**src/rtl/f32s_pkg.sv**
```systemverilog
// Shared types, constants and helpers for the FAT32 frame sector-run sequencer.
package f32s_pkg;

  // Frame geometry
  localparam int unsigned FRAME_SECTORS = 600;
  localparam int unsigned SECT_W        = 22;   // frame_in_file * FRAME_SECTORS fits here
  localparam int unsigned SLEFT_W       = 10;

  // FAT32 entry handling
  localparam logic [27:0] CHAIN_END = 28'hFFFFFF8;

  // Configuration register indexes
  localparam logic [1:0] REG_SPC       = 2'd0;
  localparam logic [1:0] REG_FAT_START = 2'd1;
  localparam logic [1:0] REG_DATA_START = 2'd2;

  // Input operation codes
  localparam logic OP_START = 1'b0;
  localparam logic OP_REPLY = 1'b1;

  // Output kinds
  localparam logic [1:0] KIND_REQ = 2'd0;
  localparam logic [1:0] KIND_RUN = 2'd1;
  localparam logic [1:0] KIND_ERR = 2'd2;

  // Error codes
  localparam logic ERR_SKIP = 1'b0;
  localparam logic ERR_READ = 1'b1;

  // Fetch phase
  localparam logic [1:0] PH_IDLE = 2'd0;
  localparam logic [1:0] PH_SKIP = 2'd1;
  localparam logic [1:0] PH_READ = 2'd2;

  // Shared adder operation
  typedef enum logic {
    ALU_ADD = 1'b0,
    ALU_SUB = 1'b1
  } alu_op_t;

  typedef struct packed {
    alu_op_t     op;
    logic [31:0] a;
    logic [31:0] b;
  } alu_req_t;

  typedef struct packed {
    logic [31:0] sum;
    logic        carry;   // for a subtract: set when a >= b
  } alu_rsp_t;

  // Cluster size as used: 0 acts as 1, above 128 acts as 128.
  function automatic logic [7:0] eff_spc(input logic [7:0] spc);
    logic [7:0] r;
    r = spc;
    if (spc == 8'd0) begin
      r = 8'd1;
    end else if (spc > 8'd128) begin
      r = 8'd128;
    end
    return r;
  endfunction

  function automatic logic cluster_ok(input logic [27:0] c);
    return (c >= 28'd2) && (c < CHAIN_END);
  endfunction

  // Sector offset of a frame within the file.
  function automatic logic [SECT_W-1:0] frame_sect(input logic [11:0] frame);
    logic [SECT_W-1:0] p;
    p = SECT_W'(frame) * SECT_W'(FRAME_SECTORS);
    return p;
  endfunction

endpackage

```
**src/rtl/fat32_frame_sector_run_sequencer.sv**
```systemverilog
// Top level: frame request to FAT chain walk and data sector runs.
//
//  channel   | dir | handshake                        | payload
//  ----------+-----+----------------------------------+---------------------------------------
//  s_axis    | in  | s_axis_tvalid / s_axis_tready    | tuser: operation; tdata: first_cluster,
//            |     |                                  |   frame_in_file, fat_entry
//  m_axis    | out | m_axis_tvalid / m_axis_tready    | tuser: kind; tlast: last; tdata:
//            |     |                                  |   sector_address, sector_count,
//            |     |                                  |   entry_slot, error_code
//  cfg       | in  | cfg_we (no wait)                 | cfg_index, cfg_data
//
// Sequence: a start item runs 22 restoring division steps (frame sector / cluster size)
// on the shared adder plus a decision step (S_CHK); its run result then passes through
// cluster-2, 8 shift-add multiply steps, two adds and the output load, and a FAT request
// or an error goes from S_CHK to the output load. A reply gives an error, a FAT request,
// or a run followed by its follow-up request. Wide arithmetic goes through the one
// 32-bit adder.
// s_axis_tready is high only while the sequencer is idle; a result waits in the
// output register while the next item is taken, and while that register stays
// full the next result waits in S_OUT. Reset clears control state and
// the configuration registers (cluster size 8, both sector bases 0).
module fat32_frame_sector_run_sequencer (
  input  logic        clk,
  input  logic        rst,
  // input items
  input  logic        s_axis_tvalid,
  output logic        s_axis_tready,
  input  logic [71:0] s_axis_tdata,   // [27:0] first_cluster, [39:28] frame_in_file,
                                      // [71:40] fat_entry
  input  logic [0:0]  s_axis_tuser,   // [0] operation
  // result items
  output logic        m_axis_tvalid,
  input  logic        m_axis_tready,
  output logic [47:0] m_axis_tdata,   // [31:0] sector_address, [39:32] sector_count,
                                      // [46:40] entry_slot, [47] error_code
  output logic [1:0]  m_axis_tuser,   // [1:0] kind
  output logic        m_axis_tlast,   // last
  // configuration writes
  input  logic        cfg_we,
  input  logic [1:0]  cfg_index,
  input  logic [31:0] cfg_data
);

  localparam int unsigned SW = f32s_pkg::SECT_W;
  localparam int unsigned LW = f32s_pkg::SLEFT_W;

  typedef enum logic [8:0] {
    S_IDLE = 9'b000000001,
    S_DIV  = 9'b000000010,  // one quotient bit per cycle
    S_CHK  = 9'b000000100,  // decide skip or read after the division
    S_REQ  = 9'b000001000,  // FAT sector address for the current cluster
    S_RUN  = 9'b000010000,  // run checks, cluster - 2
    S_MUL  = 9'b000100000,  // (cluster - 2) * spc, shift-add
    S_ADDD = 9'b001000000,  // + data_start_sector
    S_ADDB = 9'b010000000,  // + sector offset, stage the run
    S_OUT  = 9'b100000000   // hand staged result to the output register
  } state_t;

  // configuration
  logic [7:0]  spc_reg;
  logic [31:0] fat_start;
  logic [31:0] data_start;
  logic [7:0]  spc_live;

  // fetch state
  state_t          state;
  state_t          after;
  logic [1:0]      phase;
  logic [27:0]     cluster;
  logic [6:0]      blk;
  logic [LW-1:0]   sleft;
  logic [SW-1:0]   skip;      // dividend, then quotient, then clusters left to skip
  logic [7:0]      rem;
  logic [4:0]      cnt;
  logic [7:0]      spc_use;   // divisor, then multiplier bits shifted out
  logic [31:0]     mcand;
  logic [31:0]     acc;
  logic [7:0]      nsec;

  // staged result
  logic [1:0]  res_kind;
  logic [31:0] res_addr;
  logic [7:0]  res_count;
  logic [6:0]  res_slot;
  logic        res_ecode;
  logic        res_last;

  // output register
  logic [1:0]  out_kind;
  logic [31:0] out_addr;
  logic [7:0]  out_count;
  logic [6:0]  out_slot;
  logic        out_ecode;
  logic        out_last;
  logic        out_valid;

  // input fields
  logic        in_op;
  logic [27:0] in_first;
  logic [11:0] in_frame;
  logic [27:0] in_entry;
  logic        in_acc;

  f32s_pkg::alu_req_t alu_req;
  f32s_pkg::alu_rsp_t alu_rsp;

  logic [8:0]  div_part;
  logic [7:0]  span;        // sectors from blk to end of cluster
  logic [7:0]  nsec_calc;

  assign in_op    = s_axis_tuser[0];
  assign in_first = s_axis_tdata[27:0];
  assign in_frame = s_axis_tdata[39:28];
  assign in_entry = s_axis_tdata[67:40];   // entry masked to 28 bits

  assign s_axis_tready = (state == S_IDLE);
  assign in_acc        = s_axis_tvalid && s_axis_tready;

  assign m_axis_tvalid = out_valid;
  assign m_axis_tdata  = {out_ecode, out_slot, out_count, out_addr};
  assign m_axis_tuser  = out_kind;
  assign m_axis_tlast  = out_last;

  assign spc_live = f32s_pkg::eff_spc(spc_reg);
  assign div_part = {rem, skip[SW-1]};
  assign span     = spc_live - {1'b0, blk};
  assign nsec_calc = ({2'b00, span} > sleft) ? sleft[7:0] : span;

  // operand selection for the shared adder
  always_comb begin
    alu_req.op = f32s_pkg::ALU_ADD;
    alu_req.a  = acc;
    alu_req.b  = mcand;
    case (state)
      S_DIV: begin
        alu_req.op = f32s_pkg::ALU_SUB;
        alu_req.a  = {23'd0, div_part};
        alu_req.b  = {24'd0, spc_use};
      end
      S_REQ: begin
        alu_req.a = fat_start;
        alu_req.b = {11'd0, cluster[27:7]};
      end
      S_RUN: begin
        alu_req.op = f32s_pkg::ALU_SUB;
        alu_req.a  = {4'd0, cluster};
        alu_req.b  = 32'd2;
      end
      S_ADDD: begin
        alu_req.b = data_start;
      end
      S_ADDB: begin
        alu_req.b = {25'd0, blk};
      end
      default: begin
        alu_req.a = acc;
      end
    endcase
  end

  f32s_alu u_alu (
    .req (alu_req),
    .rsp (alu_rsp)
  );

  // configuration registers
  always_ff @(posedge clk) begin
    if (rst) begin
      spc_reg    <= 8'd8;
      fat_start  <= 32'd0;
      data_start <= 32'd0;
    end else if (cfg_we) begin
      case (cfg_index)
        f32s_pkg::REG_SPC:        spc_reg    <= cfg_data[7:0];
        f32s_pkg::REG_FAT_START:  fat_start  <= cfg_data;
        f32s_pkg::REG_DATA_START: data_start <= cfg_data;
        default: ;
      endcase
    end
  end

  // output register: loads from the staged result when free
  always_ff @(posedge clk) begin
    if (rst) begin
      out_valid <= 1'b0;
    end else if (state == S_OUT && (!out_valid || m_axis_tready)) begin
      out_valid <= 1'b1;
    end else if (m_axis_tready) begin
      out_valid <= 1'b0;
    end
  end

  always_ff @(posedge clk) begin
    if (state == S_OUT && (!out_valid || m_axis_tready)) begin
      out_kind  <= res_kind;
      out_addr  <= res_addr;
      out_count <= res_count;
      out_slot  <= res_slot;
      out_ecode <= res_ecode;
      out_last  <= res_last;
    end
  end

  // sequencer
  always_ff @(posedge clk) begin
    if (rst) begin
      state   <= S_IDLE;
      after   <= S_IDLE;
      phase   <= f32s_pkg::PH_IDLE;
      cluster <= 28'd0;
      blk     <= 7'd0;
      sleft   <= '0;
      skip    <= '0;
    end else begin
      case (state)
        S_IDLE: begin
          if (in_acc) begin
            if (in_op == f32s_pkg::OP_START) begin
              // a start always replaces any fetch in progress
              cluster <= in_first;
              skip    <= f32s_pkg::frame_sect(in_frame);
              rem     <= 8'd0;
              cnt     <= 5'(SW - 1);
              spc_use <= spc_live;
              sleft   <= LW'(f32s_pkg::FRAME_SECTORS);
              state   <= S_DIV;
            end else if (phase == f32s_pkg::PH_SKIP) begin
              if (!f32s_pkg::cluster_ok(in_entry)) begin
                res_kind  <= f32s_pkg::KIND_ERR;
                res_addr  <= 32'd0;
                res_count <= 8'd0;
                res_slot  <= 7'd0;
                res_ecode <= f32s_pkg::ERR_SKIP;
                res_last  <= 1'b1;
                phase     <= f32s_pkg::PH_IDLE;
                after     <= S_IDLE;
                state     <= S_OUT;
              end else begin
                cluster <= in_entry;
                skip    <= skip - 1'b1;
                state   <= (skip == SW'(1)) ? S_RUN : S_REQ;
                after   <= S_IDLE;
              end
            end else if (phase == f32s_pkg::PH_READ) begin
              if (!f32s_pkg::cluster_ok(in_entry)) begin
                res_kind  <= f32s_pkg::KIND_ERR;
                res_addr  <= 32'd0;
                res_count <= 8'd0;
                res_slot  <= 7'd0;
                res_ecode <= f32s_pkg::ERR_READ;
                res_last  <= 1'b1;
                phase     <= f32s_pkg::PH_IDLE;
                after     <= S_IDLE;
                state     <= S_OUT;
              end else begin
                cluster <= in_entry;
                state   <= S_RUN;
              end
            end
            // a reply while idle is dropped
          end
        end

        S_DIV: begin
          // restoring division: skip shifts out dividend bits and takes quotient bits
          if (alu_rsp.carry) begin
            rem <= alu_rsp.sum[7:0];
          end else begin
            rem <= div_part[7:0];
          end
          skip <= {skip[SW-2:0], alu_rsp.carry};
          cnt  <= cnt - 1'b1;
          if (cnt == 5'd0) begin
            state <= S_CHK;
          end
        end

        S_CHK: begin
          blk <= rem[6:0];
          if (skip == '0) begin
            state <= S_RUN;
          end else if (!f32s_pkg::cluster_ok(cluster)) begin
            res_kind  <= f32s_pkg::KIND_ERR;
            res_addr  <= 32'd0;
            res_count <= 8'd0;
            res_slot  <= 7'd0;
            res_ecode <= f32s_pkg::ERR_SKIP;
            res_last  <= 1'b1;
            phase     <= f32s_pkg::PH_IDLE;
            after     <= S_IDLE;
            state     <= S_OUT;
          end else begin
            phase <= f32s_pkg::PH_SKIP;
            after <= S_IDLE;
            state <= S_REQ;
          end
        end

        S_REQ: begin
          res_kind  <= f32s_pkg::KIND_REQ;
          res_addr  <= alu_rsp.sum;
          res_count <= 8'd0;
          res_slot  <= cluster[6:0];
          res_ecode <= 1'b0;
          res_last  <= 1'b0;
          state     <= S_OUT;
        end

        S_RUN: begin
          if (({1'b0, blk} >= spc_live) || !f32s_pkg::cluster_ok(cluster) ||
              (sleft == '0)) begin
            res_kind  <= f32s_pkg::KIND_ERR;
            res_addr  <= 32'd0;
            res_count <= 8'd0;
            res_slot  <= 7'd0;
            res_ecode <= f32s_pkg::ERR_READ;
            res_last  <= 1'b1;
            phase     <= f32s_pkg::PH_IDLE;
            after     <= S_IDLE;
            state     <= S_OUT;
          end else begin
            mcand   <= alu_rsp.sum;
            spc_use <= spc_live;
            nsec    <= nsec_calc;
            acc     <= 32'd0;
            cnt     <= 5'd0;
            state   <= S_MUL;
          end
        end

        S_MUL: begin
          if (spc_use[0]) begin
            acc <= alu_rsp.sum;
          end
          mcand   <= {mcand[30:0], 1'b0};
          spc_use <= {1'b0, spc_use[7:1]};
          cnt     <= cnt + 1'b1;
          if (cnt == 5'd7) begin
            state <= S_ADDD;
          end
        end

        S_ADDD: begin
          acc   <= alu_rsp.sum;
          state <= S_ADDB;
        end

        S_ADDB: begin
          res_kind  <= f32s_pkg::KIND_RUN;
          res_addr  <= alu_rsp.sum;
          res_count <= nsec;
          res_slot  <= 7'd0;
          res_ecode <= 1'b0;
          sleft     <= sleft - LW'(nsec);
          state     <= S_OUT;
          if (sleft == LW'(nsec)) begin
            // frame complete: no further FAT request
            res_last <= 1'b1;
            blk      <= blk + nsec[6:0];
            phase    <= f32s_pkg::PH_IDLE;
            after    <= S_IDLE;
          end else begin
            res_last <= 1'b0;
            blk      <= 7'd0;
            phase    <= f32s_pkg::PH_READ;
            after    <= S_REQ;
          end
        end

        S_OUT: begin
          if (!out_valid || m_axis_tready) begin
            state <= after;
            after <= S_IDLE;
          end
        end

        default: begin
          state <= S_IDLE;
        end
      endcase
    end
  end

endmodule

```
**src/rtl/f32s_alu.sv**
```systemverilog
// Shared 32-bit add/subtract unit used by every arithmetic step of the sequencer.
module f32s_alu (
  input  f32s_pkg::alu_req_t req,
  output f32s_pkg::alu_rsp_t rsp
);

  logic [31:0] b_eff;
  logic [32:0] full;

  always_comb begin
    b_eff = (req.op == f32s_pkg::ALU_SUB) ? ~req.b : req.b;
    full  = {1'b0, req.a} + {1'b0, b_eff} + {32'd0, (req.op == f32s_pkg::ALU_SUB)};
    rsp.sum   = full[31:0];
    rsp.carry = full[32];
  end

endmodule
```
**config.mk**
```make
export PLATFORM = sky130hd
export DESIGN_NAME = fat32_frame_sector_run_sequencer
export DESIGN_NICKNAME = d
export VERILOG_FILES = /design/src/rtl/f32s_pkg.sv /design/src/rtl/fat32_frame_sector_run_sequencer.sv /design/src/rtl/f32s_alu.sv
export SDC_FILE = /design/constraint.sdc
export NUM_CORES = 1
export LEC_CHECK = 0
export BUFFER_PORTS_ARGS = -buffer_cell sky130_fd_sc_hd__buf_2
export CORE_ASPECT_RATIO = 1.5
export CORE_MARGIN = 4
export CORE_UTILIZATION = 45
export DETAILED_ROUTE_END_ITERATION = 10
export GPL_TIMING_DRIVEN = 0
export PLACE_DENSITY = 0.71
export SETUP_SLACK_MARGIN = 0.05
export SYNTH_ARGS = -nofsm -noshare
export SYNTH_HDL_FRONTEND = slang
export SYNTH_HIERARCHICAL = 1
export SYNTH_SLANG_ARGS = --single-unit
```
**constraint.sdc**
```tcl
create_clock -name clk -period 6 [get_ports clk]
set_clock_uncertainty 0.15 [all_clocks]
set_input_delay 0.9 -clock clk [delete_from_list [all_inputs] [get_ports clk]]
set_output_delay 0.9 -clock clk [all_outputs]
set_load 0.01 [all_outputs]
```
== After elaboration in Yosys (flattened, before gate mapping) ==
Index checks and enable logic that the tools add are counted.

* Bits in registers: 355
* Input port bits: 112
* Output and inout port bits: 53
* Logic and storage cells: 257

* $add $sub $neg: 8
* Multiply operators: 1
* Magnitude comparators: 7
* Eq/ne operators: 34
* Mux-type cells: 129
* Bitwise gates (word level): 3
* Reductions and logical operators: 46

{| class="wikitable"
|+ Operator list
! operator !! number
|-
| 2-to-1 mux 32 bit || 12
|-
| case mux 32 bit (3 select lines) || 2
|-
| 2-to-1 mux 9 bit || 20
|-
| case mux 32 bit (5 select lines) || 1
|-
| 2-to-1 mux 8 bit || 17
|-
| case mux 32 bit (4 select lines) || 1
|-
| 2-to-1 mux 28 bit || 4
|-
| 2-to-1 mux 22 bit || 4
|-
| case mux 9 bit (8 select lines) || 1
|-
| case mux 32 bit (2 select lines) || 1
|-
| 2-to-1 mux 7 bit || 9
|-
| >= comparator 28 x 2 -> 1 bit (second input constant) || 2
|-
| less-than comparator 28 bit (second input constant) || 2
|-
| case mux 9 bit (5 select lines) || 1
|-
| case mux 22 bit (2 select lines) || 1
|-
| case mux 8 bit (5 select lines) || 1
|-
| case mux 7 bit (5 select lines) || 1
|-
| adder 32 x 32 -> 33 bit || 1
|-
| adder 33 x 1 -> 33 bit || 1
|-
| 2-to-1 mux 2 bit || 16
|-
| inverter 32 bit || 1
|-
| case mux 8 bit (3 select lines) || 1
|-
| AND reduction 8 bit || 3
|-
| == test 22 x 1 -> 1 bit (second input constant) || 1
|-
| other kinds (61) || 124
|}

== Depth between registers and ports, before layout ==
* Word-level depth: 8
* Mapped depth: 23
* Mapped depth without buffers: 20

== By module ==
The synthesis kept the hierarchy.

{| class="wikitable"
|+ Modules (own cells, without submodules)
! module !! times used !! cells each !! area each (sq um) !! seq. area each (sq um)
|-
| fat32_frame_sector_run_sequencer || 1 || 1888 || 18390.1 || 8918.6
|-
| f32s_alu || 1 || 300 || 2100.8 || 0.0
|}

== Least setup slack after synthesis ==
No wires, ideal clock.

* Path kind: reg-to-reg
* From: register state[7]
* To: register rem[0], data pin
* Library setup time: 266 ps
* Data arrival time: 4484 ps
* Required time: 5584 ps
* Setup slack: 1100 ps
* Cell stages (with the launch flop): 22
* Buffers on the path: 5
* Clock period less this slack: 4900 ps
* Path through: dfxtp_1 or3_1 nor3_2 and3_1 buf_2 nor2_2 inv_2 clkbuf_1 buf_2 clkbuf_1 xor2_1 ha_1 nor2b_1 o2111a_1 o2111ai_1 nand2_1 a21oi_1 o21a_1 nor3_1 buf_1 mux2i_1 nor2_1

{| class="wikitable"
|+ RTL lines
! element !! line !! RTL
|-
| start: declaration || fat32_frame_sector_run_sequencer.sv:66 || <nowiki>state_t state;</nowiki>
|-
| start signal: assignment || fat32_frame_sector_run_sequencer.sv:241 || <nowiki>state <= (skip == SW'(1)) ? S_RUN : S_REQ;</nowiki>
|-
| start signal: assignment || fat32_frame_sector_run_sequencer.sv:372 || <nowiki>state <= after;</nowiki>
|-
| end signal: assignment || fat32_frame_sector_run_sequencer.sv:267 || <nowiki>rem <= alu_rsp.sum[7:0];</nowiki>
|-
| end signal: assignment || fat32_frame_sector_run_sequencer.sv:269 || <nowiki>rem <= div_part[7:0];</nowiki>
|-
| end: declaration || fat32_frame_sector_run_sequencer.sv:73 || <nowiki>logic [7:0] rem;</nowiki>
|}

==> impl_results.md <==
* Startpoint Class: register
* Ports at 165
* Synth Warn # at 6
* Core box area at 44930 sq um
* FP Rows at 95
* Hold bufs inserted after CTS at 0
* Mapped Avg Cell Area at 9.365 sq um
* Final Setup Violations at 0
* Area after DPL at 22120 sq um
* CTS Buffer Depth at 3
* Reg-to-reg slack, setup at 0.20 ns
* Hold Crit Depth at 0
* Ranking of synthesized cells by area: edfxtp_1 (29%), dfxtp_1 (15%), ha_1 (7.3%)
* Vias in the first global route at 18110
* Gr ovfl total at 0
* Minimum clock period at 5.804 ns
* Post-DP HPWL at 52.18 mm
* Setup ws final at 0.1962 ns
* Area leader, netlist: edfxtp_1
* Commonest cells after routing, fill and taps aside: nand2_1 (304), edfxtp_1 (195), a21oi_1 (176), buf_2 (173), nor2_1 (156)
* Rel. slew slack at 22.82%
* Reg-to-Reg End: rem[0]$_SDFFCE_PN0P_
* Outcome: finished, final reports clean
* GRT Overall Usage at 26.24%
* Max VDD drop at 0.1941 mV
* Worst Hold Class: reg -> reg
* TritonCTS Sinks at 348
* Vias after detailed routing at 17710
* Worst Setup End Kind: register
* Clk slew on worst S/H paths at 0.07 ns
* H-Tree Depth at 2
* CTS Buf Count at 35
* Utilization after layout at 52.33%
* Synthesized area at 20490 sq um
* Final hold vios at 0
* Pwr dens at 352.2 nW/um^2
* Yosys reg bits at 348
* Initial core utilization at 45.61%
* Final net count at 2642
* DRC at 0
* Post-route cell area at 23510 sq um
* WL final at 67.07 mm
* Most common cell after layout, fill and taps aside: nand2_1
* Most used cell, CP: buf_2
* Slowest CP cell: or3_1
* Hold Path Origin: res_addr[22]$_SDFFCE_PP0P_
* Fraction of layout cells with a size suffix above 1 at 13.82%
* Die Footprint at 49080 sq um
* Slew Limit Fails at 0
* CTS tree: yes
* Hold endpoint: out_addr[22]$_DFFE_PP_
* Critical Path AT at 5.95 ns
* First-pass GRT wire length at 101.2 mm
* Post-route ant nets at 0
* Die width at 182.2 microns
* Syn_nets at 2440
* Vias/cell at 5.902
* Slew at the pin closest to its max-slew limit at 1.158 ns
* Worst Path Max Fanout at 10
* Sequential-to-total area share from yosys stat at 43.52%
* RePlAce Congestion at 0.9757
* Tcrit/Tclk final at 96.73%
* Synth unique cells at 85
* Reg2reg start: state[7]$_SDFFE_PP0P_
* Final Power at 8.282 mW
* F_max at 172.3 MHz
* Crit Path Class: reg -> reg
* Antenna violations before repair at 1
* DP Worst Slack at -0.8453 ns
* Setup TNS after final layout at 0 ns
* RSZ-0062 raised after global routing: no
* Number of synthesized flops with an enable pin at 195
* Largest net degree at the start of global routing at 33
* Syn Inst Count at 2188
* Leak at 9.457 nW
* DRC violation total after the first TritonRoute iteration at 1425
* Skew-Pair Late Insertion Delay at 0.56 ns
* Most frequently used flop master after synthesis: edfxtp_1
* CP required at 6.14 ns
* Drt wl/cell at 22.36 microns
* Height of the die at 269.4 microns
* Max-cap violations at 0
* Syn-to-layout area delta at 14.75%
* FILL cells at 4142
* Reg2Reg Depth at 21
* Cells along the critical path: or3_1 > nor3_2 > and3_1 > buf_2 > nor2_4 > inv_2 > clkbuf_2 > buf_2 > buf_2 > xor2_1 > ha_1 > nand3_1 > nor2_1 > o2111ai_2 > nand2_1 > a21oi_4 > o21a_1 > nor3_2 > buf_2 > mux2i_1 > nor2_1
* Number of port buffers at 159
* Drt pass-1 iters at 8
* Area fraction of the dominant cell type after synthesis at 28.58%
* Root Driver: clkbuf_16
* Max incr delay on CP at 0.44 ns
* Asr flop ratio synth at 0%
-- cell usage after synthesis, types with 6 or more instances --
cell	instances
o21ai_0	53
nand2_1	305
ha_1	120
xnor2_1	40
or3_1	8
o21a_1	13
a211oi_1	49
a221o_1	10
inv_1	109
nand2b_1	6
a21o_1	20
a222oi_1	8
mux2i_1	49
o21ai_1	14
nand3_1	55
o21bai_1	15
o211ai_1	13
fa_1	20
dfxtp_1	153
nor4_1	28
nor2_1	157
a31oi_1	15
xor2_1	61
nor2b_1	22
nor3_1	41
mux2_2	44
buf_2	16
and3_1	12
nand4_1	29
and2_1	79
clkbuf_1	94
a22oi_1	37
a21oi_1	179
buf_1	13
o31ai_1	6
edfxtp_1	195
-- through the flow --
step                      hold WS (ns)  std cells
after floorplan                 0.2503       2188
after global placement          0.2506       2929
after detailed placement        0.2552       2932
after CTS                       0.2684       2996
after global routing            0.2771       3000
final                           0.2677       3000
-- area by class of cell --
| type | count | area (sq um) | share of cell area (%) |
|---|---|---|---|
| Clock buffer | 46 | 999.7 | 4.252 |
| Tap cell | 582 | 728.2 | 3.097 |
| Antenna cell | 1 | 2.502 | 0.01064 |
| Timing Repair Buffer | 165 | 895.9 | 3.810 |
| Clock inverter | 18 | 256.5 | 1.091 |
| Buffer | 125 | 526.8 | 2.240 |
| Sequential cell | 348 | 8919 | 37.93 |
| Inverter | 113 | 424.2 | 1.804 |
| Multi-Input combinational cell | 1602 | 10760 | 45.77 |
-- routing by layer --
metal	share of wire (%)	wire, microns	vias up	GRT usage [%]
li1	-	-	8269	-
met1	34	22940	8438	26.85
met2	52	34940	758	48.55
met3	6.1	4079	241	3.735
met4	7.6	5115	0	18.00
met5	0	0	-	0
-- repair_timing --
action,CTS,global route
setup endpoints to repair,59,38
gates cloned,0,1
resized for setup,13,27
pin swaps,0,1
setup buffers,0,2
endpoints found under the hold margin,0,0
-- worst max-delay path by stage --
stage,to,from,slack (ns),cells after the start
global placement,rem[0]$_SDFFCE_PN0P_,state[7]$_SDFFE_PP0P_,-0.80,20
finish,rem[0]$_SDFFCE_PN0P_,state[7]$_SDFFE_PP0P_,0.20,21
CTS,mcand[26]$_DFFE_PP_,state[5]$_SDFFE_PP0P_,0.07,19
detailed placement,rem[5]$_SDFFCE_PN0P_,state[7]$_SDFFE_PP0P_,-0.85,20
global route,rem[5]$_SDFFCE_PN0P_,state[5]$_SDFFE_PP0P_,0.05,22
floorplan,rem[0]$_SDFFCE_PN0P_,state[7]$_SDFFE_PP0P_,1.10,21
-- worst max-delay path: cells and delay by family, from the launching register on --
kind | cells | cell delay, ns
simple gates | 9 | 2.05
buf+inv | 6 | 1.58
compound gates | 3 | 0.60
fa+ha+maj | 1 | 0.43
flops | 1 | 0.35
mux | 1 | 0.25
xor+xnor | 1 | 0.13
-- power breakdown --
part	leakage [nW]	internal [mW]	total (mW)	switching, mW
Combinational	5.81	1.12	2.91	1.79
Clock	0.613	1.44	2.42	0.976
Sequential	3.03	2.75	2.96	0.213
Total	9.46	5.31	8.28	2.98
-- logic make-up (layout without fill, tap and decap cells) --
logic type	after synthesis	after routing	share of synthesized area, %
simple gates	777	777	17.89
compound gates	491	491	15.68
fa+ha+maj	140	140	9.281
other cells	0	1	0
xor+xnor	101	101	4.317
flops	348	348	43.52
mux	93	93	4.812
buf+inv	238	467	4.494
Power figures use the tool's default switching activity.
